`src/tsipdf_pkg.sv`:
```
// Package for the TSIP primary-timing deframer: framing bytes, status codes,
// and the result record type. No dependencies.
package tsipdf_pkg;

	localparam int CntW        = 5;
	localparam int MaxIndexDef = 20;
	localparam int CapN        = 8;
	localparam int CapIdxW     = $clog2(CapN);

	localparam logic [7:0] DleByte = 8'h10;
	localparam logic [7:0] EtxByte = 8'h03;
	localparam logic [7:0] IdByte  = 8'h8F;
	localparam logic [7:0] SubByte = 8'hAB;

	localparam logic [CntW-1:0] GoodLen  = CntW'(17);
	localparam logic [CntW-1:0] FirstCap = CntW'(9);
	localparam logic [CntW-1:0] LastCap  = CntW'(16);
	localparam logic [1:0]      UtcMask  = 2'b11;

	typedef enum logic [2:0] {
		ST_OK    = 3'd0,
		ST_LEN   = 3'd1,
		ST_UTC   = 3'd2,
		ST_STUFF = 3'd3,
		ST_LONG  = 3'd4
	} status_t;

	typedef struct packed {
		status_t     status;
		logic [7:0]  flags;
		logic [7:0]  second;
		logic [7:0]  minute;
		logic [7:0]  hour;
		logic [7:0]  day;
		logic [7:0]  month;
		logic [15:0] year;
	} result_t;

endpackage

```
`src/tsipdf_parser.sv`:
```
// Byte-level framing state machine and time-field capture for the deframer.
// Depends on tsipdf_pkg.
module tsipdf_parser import tsipdf_pkg::*; #(
	parameter int MAX_INDEX = MaxIndexDef
) (
	input  logic       clk,
	input  logic       arst_n,
	input  logic       go,
	input  logic [7:0] rx_byte,
	output logic       has_result,
	output result_t    result
);

	typedef enum logic [2:0] {
		PH_HUNT = 3'd0,
		PH_ID   = 3'd1,
		PH_SUB  = 3'd2,
		PH_BODY = 3'd3,
		PH_ESC  = 3'd4
	} phase_t;

	localparam logic [CntW-1:0] MaxIdx = CntW'(MAX_INDEX);

	phase_t              phase_q, phase_d;
	logic [CntW-1:0]     count_q, count_d;
	logic [7:0]          cap_q [CapN];
	logic                store;
	logic                emit;
	logic [CapIdxW-1:0]  cap_off;

	assign cap_off = CapIdxW'(count_q - FirstCap);

	always_comb begin
		phase_d = phase_q;
		count_d = count_q;
		store   = 1'b0;
		emit    = 1'b0;
		result  = '0;
		result.status = ST_OK;
		case (phase_q)
			PH_HUNT: begin
				if (rx_byte == DleByte) phase_d = PH_ID;
			end
			PH_ID: begin
				phase_d = (rx_byte == IdByte) ? PH_SUB : PH_HUNT;
			end
			PH_SUB: begin
				if (rx_byte == SubByte) begin
					count_d = CntW'(1);
					phase_d = PH_BODY;
				end else begin
					phase_d = PH_HUNT;
				end
			end
			PH_BODY: begin
				if (rx_byte == DleByte) phase_d = PH_ESC;
				else store = 1'b1;
			end
			PH_ESC: begin
				if (rx_byte == DleByte) begin
					store = 1'b1;
				end else if (rx_byte != EtxByte) begin
					emit = 1'b1;
					result.status = ST_STUFF;
				end else if (count_q != GoodLen) begin
					emit = 1'b1;
					result.status = ST_LEN;
				end else if ((cap_q[0][1:0] & UtcMask) != UtcMask) begin
					emit = 1'b1;
					result.status = ST_UTC;
					result.flags  = cap_q[0];
				end else begin
					emit = 1'b1;
					result.status = ST_OK;
					result.flags  = cap_q[0];
					result.second = cap_q[1];
					result.minute = cap_q[2];
					result.hour   = cap_q[3];
					result.day    = cap_q[4];
					result.month  = cap_q[5];
					result.year   = {cap_q[6], cap_q[7]};
				end
			end
			default: begin
				phase_d = PH_HUNT;
				count_d = '0;
			end
		endcase
		// payload byte: abort on a byte at index MAX_INDEX
		if (store) begin
			if (count_q >= MaxIdx) begin
				emit = 1'b1;
				result.status = ST_LONG;
			end else begin
				count_d = count_q + CntW'(1);
				phase_d = PH_BODY;
			end
		end
		if (emit) begin
			phase_d = PH_HUNT;
			count_d = '0;
		end
	end

	assign has_result = emit;

	always_ff @(posedge clk or negedge arst_n) begin
		if (!arst_n) begin
			phase_q <= PH_HUNT;
			count_q <= '0;
		end else if (go) begin
			phase_q <= phase_d;
			count_q <= count_d;
		end
	end

	always_ff @(posedge clk) begin
		if (go && store && count_q >= FirstCap && count_q <= LastCap) begin
			cap_q[cap_off] <= rx_byte;
		end
	end

endmodule

```
`src/tsip_timing_packet_deframer.sv`:
```
// Top level of the TSIP primary-timing (0x8F-AB) packet deframer.
// Depends on tsipdf_pkg and tsipdf_parser.

// Takes one received serial byte per request and emits one result request at
// the end of each 0x8F-AB packet that got past the id and subcode bytes: a
// status (ok, wrong length, not UTC, stuffing error, overlong) with the time
// fields from payload indices 9..16. Fields other than timing_flags are zero
// in error results; timing_flags is also zero except for ok and not-UTC.
// Each byte is held in an input register, then the framing state machine
// updates and any result is loaded into the output register, from which it
// is presented until taken. One byte is taken every cycle; the only stall
// is a result that cannot be loaded while the output register still holds
// an untaken result.
module tsip_timing_packet_deframer import tsipdf_pkg::*; #(
	parameter int MAX_INDEX = MaxIndexDef
) (
	input  logic        clk,
	input  logic        arst_n,
	input  logic        in_valid,
	output logic        in_ready,
	input  logic [7:0]  rx_byte,
	output logic        out_valid,
	input  logic        out_ready,
	output logic [2:0]  status,
	output logic [7:0]  timing_flags,
	output logic [7:0]  second_value,
	output logic [7:0]  minute_value,
	output logic [7:0]  hour_value,
	output logic [7:0]  day_value,
	output logic [7:0]  month_value,
	output logic [15:0] year_value
);

	logic       valid_s1;
	logic [7:0] byte_s1;
	logic       out_valid_q;
	result_t    res_q;
	result_t    res;
	logic       has_result;
	logic       out_free;
	logic       go;

	// output slot is free if empty or being drained this cycle
	assign out_free = !out_valid_q || out_ready;
	// stage 1 advances unless it would need a busy output slot
	assign go       = valid_s1 && (!has_result || out_free);
	assign in_ready = !valid_s1 || go;

	tsipdf_parser #(
		.MAX_INDEX (MAX_INDEX)
	) u_parser (
		.clk        (clk),
		.arst_n     (arst_n),
		.go         (go),
		.rx_byte    (byte_s1),
		.has_result (has_result),
		.result     (res)
	);

	// input register
	always_ff @(posedge clk or negedge arst_n) begin
		if (!arst_n) begin
			valid_s1 <= 1'b0;
		end else if (in_ready) begin
			valid_s1 <= in_valid;
		end
	end

	always_ff @(posedge clk) begin
		if (in_valid && in_ready) byte_s1 <= rx_byte;
	end

	// result register
	always_ff @(posedge clk or negedge arst_n) begin
		if (!arst_n) begin
			out_valid_q <= 1'b0;
		end else if (go && has_result) begin
			out_valid_q <= 1'b1;
		end else if (out_ready) begin
			out_valid_q <= 1'b0;
		end
	end

	always_ff @(posedge clk) begin
		if (go && has_result) res_q <= res;
	end

	assign out_valid    = out_valid_q;
	assign status       = res_q.status;
	assign timing_flags = res_q.flags;
	assign second_value = res_q.second;
	assign minute_value = res_q.minute;
	assign hour_value   = res_q.hour;
	assign day_value    = res_q.day;
	assign month_value  = res_q.month;
	assign year_value   = res_q.year;

endmodule

```
`config.mk`:
```
export PLATFORM = sky130hd
export DESIGN_NAME = tsip_timing_packet_deframer
export DESIGN_NICKNAME = d
export VERILOG_FILES = /design/src/tsipdf_pkg.sv /design/src/tsipdf_parser.sv /design/src/tsip_timing_packet_deframer.sv
export SDC_FILE = /design/constraint.sdc
export NUM_CORES = 1
export LEC_CHECK = 0
export BUFFER_PORTS_ARGS = -buffer_cell sky130_fd_sc_hd__buf_4
export CAP_MARGIN = 30
export CORE_MARGIN = 8
export CORE_UTILIZATION = 25
export DETAILED_ROUTE_END_ITERATION = 7
export PLACE_DENSITY = 0.53
export SYNTH_ARGS = -nofsm -noshare
export SYNTH_HDL_FRONTEND = slang
export SYNTH_SLANG_ARGS = --single-unit
```
`constraint.sdc`:
```
create_clock -name clk -period 6.3 [get_ports clk]
set_clock_uncertainty 0.05 [all_clocks]
set_input_delay 0.63 -clock clk [delete_from_list [all_inputs] [get_ports clk]]
set_output_delay 0.63 -clock clk [all_outputs]
set_load 0.02 [all_outputs]
```
* Word level (Yosys, flattened, before mapping)
Memory sizes are Yosys's and may differ from the RTL's. Cells that the tools add are included.
Storage, ports and cells: flip-flop bits (word level) 85, memory bits (writable) 64, input bits 12, output and inout bits 69, logic and storage cells 80, memories 1
Memories:
- u_parser.cap_q | words 8, width 8, read ports 8, clocked after Yosys merged registers in 0, wr ports 1, line tsipdf_parser.sv:26 | logic [7:0] cap_q [CapN];
Operators by class: add/subtract/negate cells 2, magnitude comparators 3, equal/unequal tests 10, mux-type cells 33, bitwise logic cells 1, reduce and logical (&&, ||, !) cells 17
Operators with widths (count):
- 2-to-1 mux 67 bit | 2
- 2-to-1 mux 64 bit | 2
- 2-to-1 mux 56 bit | 1
- 2-to-1 mux 3 bit | 9
- 2-to-1 mux 5 bit | 4
- equality test 8 bit (second input constant) | 2
- case mux 3 bit (5 select lines) | 1
- 2-to-1 mux 10 bit | 1
- case mux 5 bit (2 select lines) | 1
- 2-to-1 mux 1 bit | 9
- equality test 8 x 5 -> 1 bit (second input constant) | 1
- != test 8 x 2 -> 1 bit (second input constant) | 1
- OR reduction 4 bit | 2
- equality test 3 x 2 -> 1 bit (second input constant) | 2
- logical AND 1 bit | 6
- adder 5 x 1 -> 5 bit (second input constant) | 1
- greater-or-equal comparator 5 x 4 -> 1 bit (second input constant) | 1
- greater-or-equal comparator 5 bit (second input constant) | 1
- less-or-equal comparator 5 bit (second input constant) | 1
- != test 5 bit (second input constant) | 1
- OR reduction 5 bit | 1
- 2-to-1 mux 2 bit | 2
- equality test 3 x 1 -> 1 bit (second input constant) | 1
- equality test 3 bit (second input constant) | 1
- 8 further kinds | 12

* Longest topological paths before layout
Gate-level depths: netlist of the first run.
word-level depth 13, depth in mapped cells 9, depth with buffers taken out 6

* Hierarchy
Synthesis of the first run repeated with hierarchy kept, for this count alone.
Unflattened totals: cells, all modules 325, area, all modules 5591.6 um^2
By module, submodules not included:
- tsipdf_parser | times used 1, cells an instance 240, area an instance 3233.1 um^2, seq. area each 2122.0 um^2
- tsip_timing_packet_deframer | times used 1, cells an instance 85, area an instance 2358.5 um^2, seq. area each 2302.2 um^2

* Worst setup path before layout of the first run
Ideal clock, no wire load.
path kind register to register, start register byte_s1[1], end register res_q (netlist bit day_value[0]), enable pin, data arrival time 4.471 ns, data required time 5.757 ns, path slack 1.287 ns, stages on the path, launching flop included 7, buffers on the path 2, path through edfxtp_1 -> or4b_1 -> buf_2 -> nor2_8 -> o311ai_2 -> clkbuf_1 -> nor2_1
On the way: word-level cells in the longest chain between the ends 9, elaborated cells on any way between the ends 11, classes of those cells eq/ne (1); mux (6); reduce/logical (4)
RTL lines:
- start, declared | line tsip_timing_packet_deframer.sv:35 | logic [7:0] byte_s1;
- start signal, assigned | line tsip_timing_packet_deframer.sv:70 | if (in_valid && in_ready) byte_s1 <= rx_byte;
- equality test 8 x 5 -> 1 bit (*) | line tsipdf_parser.sv:56, tsipdf_parser.sv:60
- 2-to-1 mux 1 bit | line tsipdf_parser.sv:60 | if (rx_byte == DleByte) begin
- 2-to-1 mux 1 bit | line tsipdf_parser.sv:40 | case (phase_q)
- 2-to-1 mux 1 bit | line tsipdf_parser.sv:91 | if (count_q >= MaxIdx) begin
- 2-to-1 mux 1 bit (*) | line tsipdf_parser.sv:90 | if (store) begin
- zero test 1 bit | line tsip_timing_packet_deframer.sv:46 | assign go = valid_s1 && (!has_result || out_free);
- logical OR 1 bit | line tsip_timing_packet_deframer.sv:46
- logical AND 1 bit | line tsip_timing_packet_deframer.sv:46
- logical AND 1 bit (*) | line tsip_timing_packet_deframer.sv:85 | if (go && has_result) res_q <= res;
- end signal, assigned | line tsip_timing_packet_deframer.sv:85
- end, declared | line tsip_timing_packet_deframer.sv:37 | result_t res_q;
Mark *: on every way between the ends. The rest lies on a longest branch, timed or not. A chain may end at the register's enable or synchronous reset.

* Worst setup path after layout of the first run
start register byte_s1[5], end register res_q (netlist bit timing_flags[7]), enable pin
Same word-level chain as after synthesis.

==> results of run 1 <==
[final cells by class]
type | instances | area [um2]
fillers | 2199 | 15200
flip-flops and latches | 149 | 4420
multi-input cells | 168 | 1140
repair buffers | 90 | 671
clock buffers | 17 | 425
well taps | 285 | 357
clock inverters | 15 | 154
inverters | 4 | 15.0
[state kept, by name, summed over array words and instances (netlist names)]
register and count:
day_value 8, second_value 8, timing_flags 8, byte_s1 8, hour_value 8, minute_value 8, year_value 16, out_valid 1
month_value 8, u_parser.cap_q 64, u_parser.phase_q 3, u_parser.count_q 5, status 3, valid_s1 1
[cell families after synthesis]
logic type | synth area share (%)
AND/OR/NAND/NOR | 13.9
adder cells (fa/ha/maj) | 0.884
AO/OA/AOI/OAI | 4.77
flip-flops | 78.1
XOR/XNOR | 0.309
buffers and inverters | 2.01
[cell usage after synthesis, drive strengths merged (2+ instances only)]
master  count
inv         4
or4         3
a22o        2
a31oi       3
nor3        5
ha          4
nor2        9
a211oi      2
nand3       4
nor3b       2
nand2      15
and2       65
nand3b      3
dfrtp      10
o21ai       5
buf         9
a21oi       5
or3b        3
nor4        6
o311ai      2
edfxtp    139
nor2b       3
nand2b      2
a32o        2
o31ai       3
clkbuf      5
o211ai      2
[where the power goes]
group	total (mW)	leakage, nW	switching, mW	internal, mW
Combinational	0.0264	0.832	0.0149	0.0115
Sequential	1.09	1.28	0.0147	1.08
Clock	0.972	0.269	0.389	0.583
Total	2.09	2.38	0.418	1.67
[routing by layer]
layer | track usage [%] | wire, um
met5 | 0 | 0
met4 | 2.90 | 80
met3 | 3.43 | 726
met2 | 13.7 | 5670
met1 | 10.6 | 5120
[per-stage QoR]
stage          cells  util (%)
4_1_cts          726      32.0
5_1_grt          728      32.0
3_5_place_dp     693      29.3
6_report         728      32.0
2_1_floorplan    335         -
3_3_place_gp     691      29.3
[worst reg2reg max path, stage by stage (launching register included)]
cell	delay, ns
edfxtp_1	0.60
or4b_1	0.73
nor2_8	0.19
o311ai_2	0.09
buf_4	0.22
nor2_4	0.39
buf_4	0.61
[how the worst max path moves through the flow]
| stage | start | end | cells past startpoint |
|---|---|---|---|
| after floorplan | byte_s1[1] | day_value[0] | 6 |
| after global placement | byte_s1[5] | u_parser.cap_q[6][4] | 5 |
| after CTS | byte_s1[5] | u_parser.cap_q[2][1] | 5 |
| final | byte_s1[5] | timing_flags[7] | 6 |
| after detailed placement | byte_s1[5] | u_parser.cap_q[2][3] | 5 |
| after global routing | byte_s1[5] | u_parser.cap_q[3][5] | 5 |
==> impl_metrics.env, run 1 <==
export IMPL_status="completed"
export IMPL_pre_cts_slack_ns=2.87
export IMPL_critical_path_top_delay_family="simple AND/OR/NAND/NOR gates"
export IMPL_path_common_cell="buf_4"
export IMPL_grtUsageTotal_pct=8.64
export IMPL_die_w_um=167
export IMPL_syn_inst=335
export IMPL_syn_to_final_growth_pct=26.9
export IMPL_ff2ff_setup_slack_ns=3.00
export IMPL_nets=446
export IMPL_crit_path_end_kind="flip-flop"
export IMPL_slowest_delay_ns=0.73
export IMPL_crit_required_ns=6.29
export IMPL_yosys_top_cells_area="edfxtp_1 (74%), and2_1 (7.2%), dfrtp_1 (4.4%), buf_6 (0.99%), nand2_1 (0.99%)"
export IMPL_worstPathArrival_ns=3.30
export IMPL_post_route_min_period_ns=3.30
export IMPL_layout_drive_gt1_share_pct=29.3
export IMPL_antenna_left=0
export IMPL_ys_seq_elements=149
export IMPL_final_common_cell="edfxtp_1"
export IMPL_startpoint_type="flip-flop"
export IMPL_post_drt_wl_per_cell_um=15.9
export IMPL_peakVddDrop_mv=0.118
export IMPL_yosysWarningCount=0
export IMPL_synth_ff_type="edfxtp_1"
export IMPL_num_rows=55
export IMPL_yosys_area_top_type="edfxtp_1"
export IMPL_r2r_start="byte_s1[5]"
export IMPL_postCtsSetupBuffers=0
export IMPL_ctsHoldBuffers=1
export IMPL_cp_num_buf_inv=2
export IMPL_hold_path_endpoint="byte_s1[6]"
export IMPL_post_route_period_util_pct=52.4
export IMPL_drt_wl_total_mm=11.6
export IMPL_worstPathMaxFanout=52
export IMPL_cts_root_buf="clkbuf_16"
export IMPL_cts_resized=0
export IMPL_final_max_slew_violation_count=0
export IMPL_path_class="reg -> reg"
export IMPL_gr_total_overflow=0
export IMPL_crit_slowest_cell="or4b_1"
export IMPL_finalPower_mw=2.09
export IMPL_rsz0062_at_grt="false"
export IMPL_antenna_found_initial=0
export IMPL_slew_headroom_pct=38.4
export IMPL_syn_area_um2=5660
export IMPL_die_area_um2=27700
export IMPL_synth_distinct_cells=56
export IMPL_worstHoldStart="rx_byte[6]"
export IMPL_core_area_um2=22400
export IMPL_synth_top_area_share_pct=73.7
export IMPL_num_vias=3034
export IMPL_hold_viol_final=0
export IMPL_synth_edf_count=139
export IMPL_cts_max_level=4
export IMPL_detail_route_iter0_violations=232
export IMPL_dp_hpwl_mm=8.29
export IMPL_ys_async_sr_fraction_pct=6.71
export IMPL_placed_area_um2=6580
export IMPL_pin_count=81
export IMPL_cts_tree="yes"
export IMPL_reg2reg_depth=6
export IMPL_clkSinkCount=149
export IMPL_stdcell_area_um2=7190
export IMPL_cap_violations=0
export IMPL_p_per_area_nw_per_um2=291
export IMPL_hold_path_class="in -> reg"
export IMPL_min_path_cells=1
export IMPL_crit_chain="or4b_1 > nor2_8 > o311ai_2 > buf_4 > nor2_4 > buf_4"
export IMPL_synth_yosys_seq_area_share_pct=78.1
export IMPL_syn_nets=351
export IMPL_first_global_vias=3149
export IMPL_grt_max_degree=57
export IMPL_worstMarginPinSlew_ns=0.917
export IMPL_cts_clk_slew_worst_paths_ns=0.06
export IMPL_reg2reg_to="timing_flags[7]"
export IMPL_drc=0
export IMPL_vias_per_cell=4.17
export IMPL_die_h_um=167
export IMPL_setup_viol=0
export IMPL_clkLatencyLatePin_ns=0.41
export IMPL_layout_common_cells="edfxtp_1 (139), buf_4 (85), and2_1 (65)"
export IMPL_cts_buffer_depth=2
export IMPL_p_leak_nw=2.38
export IMPL_io_buffer_count=80
export IMPL_setup_ws_ns=3.00
export IMPL_numCtsBuffers=17
export IMPL_fmax_mhz=303
export IMPL_setup_tns_ns=0
export IMPL_grt_pass1_wl_mm=18.4
export IMPL_start_util_pct=25.2
export IMPL_insertedDiodeCount=0
export IMPL_holdWs_ns=0.342
export IMPL_finalWeightedCongestion=0.799
export IMPL_syn_avg_cell_area_um2=16.9
export IMPL_first_pass_iters=4
No activity file was read; power rests on OpenSTA's default activity.
==> run 2: changes to the inputs <==
--- a/config.mk
+++ b/config.mk
@@ -10,7 +10,7 @@
 export CORE_MARGIN = 8
 export CORE_UTILIZATION = 25
 export DETAILED_ROUTE_END_ITERATION = 7
-export PLACE_DENSITY = 0.53
+export PLACE_DENSITY = 0.55
 export SYNTH_ARGS = -nofsm -noshare
 export SYNTH_HDL_FRONTEND = slang
 export SYNTH_SLANG_ARGS = --single-unit
==> constraint.sdc (replaced) <==
create_clock -name clk -period 2.8 [get_ports clk]
set_clock_uncertainty 0.05 [all_clocks]
set_input_delay 0.28 -clock clk [delete_from_list [all_inputs] [get_ports clk]]
set_output_delay 0.28 -clock clk [all_outputs]
set_load 0.02 [all_outputs]
==> impl_metrics.env, run 2 (same netlist as run 1, synthesis figures left out) <==
export IMPL_startpoint_type="flip-flop"
export IMPL_cap_violations=0
export IMPL_r2r_start="byte_s1[1]"
export IMPL_path_class="reg -> reg"
export IMPL_finalWeightedCongestion=0.820
export IMPL_post_route_util_pct=33.6
export IMPL_worstPathMaxFanout=8
export IMPL_layout_common_cells="edfxtp_1 (139), buf_4 (111), and2_1 (65)"
export IMPL_hold_path_endpoint="byte_s1[5]"
export IMPL_reg2reg_to="u_parser.cap_q[3][2]"
export IMPL_post_route_period_util_pct=93.6
export IMPL_ff2ff_setup_slack_ns=0.18
export IMPL_hold_path_class="in -> reg"
export IMPL_reg2reg_depth=7
export IMPL_dp_hpwl_mm=8.37
export IMPL_start_util_pct=25.2
export IMPL_stdcell_area_um2=7530
export IMPL_crit_slowest_cell="or4b_1"
export IMPL_layout_drive_gt1_share_pct=33.6
export IMPL_worstMarginPinSlew_ns=0.713
export IMPL_p_leak_nw=2.56
export IMPL_detail_route_iter0_violations=161
export IMPL_status="completed"
export IMPL_setup_viol=0
export IMPL_core_area_um2=22400
export IMPL_cts_buffer_depth=2
export IMPL_num_rows=55
export IMPL_post_drt_wl_per_cell_um=15.7
export IMPL_clkSinkCount=149
export IMPL_worstHoldStart="rx_byte[5]"
export IMPL_first_global_vias=3301
export IMPL_placed_area_um2=6790
export IMPL_antenna_found_initial=0
export IMPL_cts_max_level=4
export IMPL_worstPathArrival_ns=2.69
export IMPL_syn_to_final_growth_pct=33.0
export IMPL_cp_num_buf_inv=2
export IMPL_holdWs_ns=0.0263
export IMPL_num_vias=3158
export IMPL_insertedDiodeCount=0
export IMPL_rsz0062_at_grt="false"
export IMPL_io_buffer_count=80
export IMPL_first_pass_iters=4
export IMPL_final_common_cell="edfxtp_1"
export IMPL_slowest_delay_ns=0.65
export IMPL_crit_required_ns=2.87
export IMPL_clkLatencyLatePin_ns=0.41
export IMPL_pin_count=81
export IMPL_die_w_um=167
export IMPL_critical_path_top_delay_family="simple AND/OR/NAND/NOR gates"
export IMPL_antenna_left=0
export IMPL_hold_viol_final=0
export IMPL_cts_clk_slew_worst_paths_ns=0.06
export IMPL_largest_reg_flops=64
export IMPL_drt_wl_total_mm=11.9
export IMPL_crit_path_end_kind="flip-flop"
export IMPL_regMostFlops="u_parser.cap_q"
export IMPL_die_area_um2=27700
export IMPL_p_per_area_nw_per_um2=659
export IMPL_grtUsageTotal_pct=8.71
export IMPL_die_h_um=167
export IMPL_path_common_cell="buf_4"
export IMPL_min_path_cells=1
export IMPL_fmax_mhz=382
export IMPL_crit_chain="or4b_1 > nor2_8 > a21oi_2 > or3b_4 > buf_4 > nor4_2 > buf_4"
export IMPL_slew_headroom_pct=52.4
export IMPL_final_max_slew_violation_count=0
export IMPL_gr_total_overflow=0
export IMPL_vias_per_cell=4.17
export IMPL_nets=477
export IMPL_postCtsSetupBuffers=0
export IMPL_setup_tns_ns=0
export IMPL_numCtsBuffers=17
export IMPL_drc=0
export IMPL_peakVddDrop_mv=0.334
export IMPL_cp_startpoint="byte_s1[1]"
export IMPL_cts_tree="yes"
export IMPL_grt_max_degree=68
export IMPL_cts_root_buf="clkbuf_16"
export IMPL_post_route_min_period_ns=2.62
export IMPL_grt_pass1_wl_mm=18.7
run 2: cell types whose count changed in the layout (fill, tap and decap cells not counted), sizes merged:
cell         delta
dlygate4sd3     +8
bufinv          +3
clkinvlp        -1
clkbuf          -1
inv             -3
buf            +24
run 2: per-stage QoR:
step	worst slack, ns	instances	power, mW
finish	0.180	758	4.97
global route	0.00396	758	5.11
CTS	0.159	758	5.01
detailed placement	-0.146	718	2.59
global placement	-0.0703	718	2.59
floorplan	-0.312	335	2.53
run 2: timing repair:
item	in CTS	in global routing
endpoints found under the setup margin	32	0
gates resized for setup	4	0
endpoints found under the hold margin	18	0
hold buffers	9	0
run 2: cell type report:
cell class / instances / area (um2)
Sequential cell: 149 / 4420
Clock inverter: 14 / 210
Fill cell: 2188 / 14900
Multi-Input combinational cell: 168 / 1160
Clock buffer: 17 / 425
Tap cell: 285 / 357
Inverter: 4 / 15.0
Timing Repair Buffer: 121 / 943
run 2: worst max path at each step:
stage | slack, ns | depth (start not counted) | to
after floorplan | -0.31 | 6 | u_parser.cap_q[3][0]
after global placement | -0.07 | 5 | u_parser.cap_q[2][1]
after detailed placement | -0.15 | 5 | u_parser.cap_q[6][3]
after CTS | 0.16 | 7 | u_parser.cap_q[3][1]
after global routing | 0.004 | 7 | u_parser.cap_q[3][0]
final | 0.18 | 7 | u_parser.cap_q[3][2]
run 2: layer usage:
metal  part of all wire, %  GRT usage, %  wire length [um]
met5                     0             0                 0
met4                   2.4          3.45               280
met3                   5.3          3.29               626
met2                    49          14.3              5800
met1                    44          10.2              5190
run 2: power breakdown:
part / leakage [nW] / switching (mW) / internal [mW] / total (mW)
sequential: 1.28 / 0.00974 / 2.43 / 2.44
clock: 0.304 / 0.841 / 1.57 / 2.41
combinational: 0.978 / 0.0693 / 0.0493 / 0.119
==> run 3: changes to the inputs <==
--- a/config.mk
+++ b/config.mk
@@ -7,10 +7,10 @@
 export LEC_CHECK = 0
 export BUFFER_PORTS_ARGS = -buffer_cell sky130_fd_sc_hd__buf_4
 export CAP_MARGIN = 30
-export CORE_MARGIN = 8
+export CORE_MARGIN = 2
 export CORE_UTILIZATION = 25
 export DETAILED_ROUTE_END_ITERATION = 7
-export PLACE_DENSITY = 0.55
+export PLACE_DENSITY = 0.53
 export SYNTH_ARGS = -nofsm -noshare
 export SYNTH_HDL_FRONTEND = slang
 export SYNTH_SLANG_ARGS = --single-unit
==> constraint.sdc (replaced) <==
create_clock -name clk -period 2.7 [get_ports clk]
set_clock_uncertainty 0.05 [all_clocks]
set_input_delay 0.405 -clock clk [delete_from_list [all_inputs] [get_ports clk]]
set_output_delay 0.405 -clock clk [all_outputs]
set_load 0.02 [all_outputs]
==> impl_metrics.env, run 3 (same netlist as run 1, synthesis figures left out) <==
export IMPL_status="completed"
export IMPL_post_drt_wl_per_cell_um=15.5
export IMPL_crit_slowest_cell="or4_4"
export IMPL_worstPathArrival_ns=2.65
export IMPL_clkSinkCount=149
export IMPL_post_route_min_period_ns=2.58
export IMPL_cap_violations=0
export IMPL_syn_to_final_growth_pct=31.5
export IMPL_worstHoldStart="rx_byte[7]"
export IMPL_die_w_um=155
export IMPL_finalWeightedCongestion=0.851
export IMPL_cts_tree="yes"
export IMPL_p_leak_nw=2.53
export IMPL_dp_cells=721
export IMPL_cts_clk_slew_worst_paths_ns=0.06
export IMPL_hold_viol_final=0
export IMPL_ff2ff_setup_slack_ns=0.12
export IMPL_holdWs_ns=0.113
export IMPL_num_vias=3198
export IMPL_grt_max_degree=57
export IMPL_slew_headroom_pct=60.0
export IMPL_antenna_left=0
export IMPL_antenna_found_initial=0
export IMPL_path_class="reg -> reg"
export IMPL_worstMarginPinSlew_ns=0.596
export IMPL_critical_path_top_delay_family="simple AND/OR/NAND/NOR gates"
export IMPL_cts_buffer_depth=2
export IMPL_nets=473
export IMPL_finalPower_mw=4.95
export IMPL_hold_path_endpoint="byte_s1[7]"
export IMPL_first_pass_iters=4
export IMPL_dp_hpwl_mm=7.89
export IMPL_pin_count=81
export IMPL_final_max_slew_violation_count=0
export IMPL_cp_startpoint="byte_s1[2]"
export IMPL_post_route_util_pct=33.2
export IMPL_fin_cells=755
export IMPL_cts_root_buf="clkbuf_16"
export IMPL_first_global_vias=3275
export IMPL_fmax_mhz=388
export IMPL_path_common_cell="buf_4"
export IMPL_cts_max_level=4
export IMPL_largest_reg_flops=64
export IMPL_layout_common_cells="edfxtp_1 (139), buf_4 (115), and2_1 (65)"
export IMPL_grtUsageTotal_pct=10.1
export IMPL_pre_cts_slack_ns=0.0174
export IMPL_numCtsBuffers=17
export IMPL_start_util_pct=25.2
export IMPL_reg2reg_to="u_parser.cap_q[3][3]"
export IMPL_die_area_um2=23900
export IMPL_drc=0
export IMPL_setup_viol=0
export IMPL_crit_required_ns=2.77
export IMPL_gr_total_overflow=0
export IMPL_p_per_area_nw_per_um2=665
export IMPL_startpoint_type="flip-flop"
export IMPL_reg2reg_depth=7
export IMPL_peakVddDrop_mv=0.288
export IMPL_hold_path_class="in -> reg"
export IMPL_min_path_cells=1
export IMPL_insertedDiodeCount=0
export IMPL_crit_chain="or4_4 > nor2_8 > a21oi_2 > buf_4 > or3b_4 > nor4_2 > buf_4"
export IMPL_worstPathMaxFanout=8
export IMPL_regMostFlops="u_parser.cap_q"
export IMPL_setup_tns_ns=0
export IMPL_setup_ws_ns=0.120
export IMPL_die_h_um=155
export IMPL_layout_drive_gt1_share_pct=34.3
export IMPL_vias_per_cell=4.24
export IMPL_post_route_period_util_pct=95.5
export IMPL_r2r_start="byte_s1[2]"
export IMPL_num_rows=55
export IMPL_clkLatencyLatePin_ns=0.41
export IMPL_core_area_um2=22400
export IMPL_crit_path_end_kind="flip-flop"
export IMPL_placed_area_um2=6830
export IMPL_io_buffer_count=80
export IMPL_rsz0062_at_grt="false"
export IMPL_final_common_cell="edfxtp_1"
export IMPL_stdcell_area_um2=7450
export IMPL_drt_wl_total_mm=11.7
export IMPL_detail_route_iter0_violations=180
export IMPL_slowest_delay_ns=0.60
export IMPL_cp_num_buf_inv=2
export IMPL_grt_pass1_wl_mm=17.9
==> run 3: what timing repair did <==
action | in CTS | in global routing
hold endpoints to repair | 10 | 0
gates resized for setup | 0 | 5
buffers inserted | 0 | 1
endpoints found under the setup margin | 0 | 41
hold buffers | 1 | 0
==> run 3: how the worst max path moves through the flow <==
stage,endpoint,slack [ns],depth (start not counted)
after floorplan,day_value[0],-0.38,6
after global placement,u_parser.cap_q[0][2],0.06,5
after detailed placement,u_parser.cap_q[0][2],0.02,5
after CTS,u_parser.cap_q[0][2],0.01,5
after global routing,u_parser.cap_q[3][3],0.002,7
final,u_parser.cap_q[3][3],0.12,7
==> run 3: area by class of cell <==
type / count / area (um2)
clock inverter: 13 / 154
multi-input combinational: 168 / 1170
timing repair buffer: 117 / 893
sequential: 149 / 4430
fill: 2191 / 15000
clock buffer: 19 / 433
inverter: 4 / 15.0
tap: 285 / 357
==> run 3: per-layer routing <==
metal | global-route usage [%] | part of all wire [%] | vias up
met5 | 0 | 0 | -
met4 | 5.56 | 2.8 | 0
met3 | 3.87 | 6.8 | 27
met2 | 15.9 | 48 | 120
met1 | 11.8 | 42 | 1545
li1 | - | - | 1506
==> run 3: where the power goes <==
part           switching [mW]  leakage [nW]  internal (mW)
clock                   0.861         0.283           1.45
sequential            0.00909          1.28           2.52
combinational          0.0716         0.966         0.0463
total                   0.942          2.53           4.01
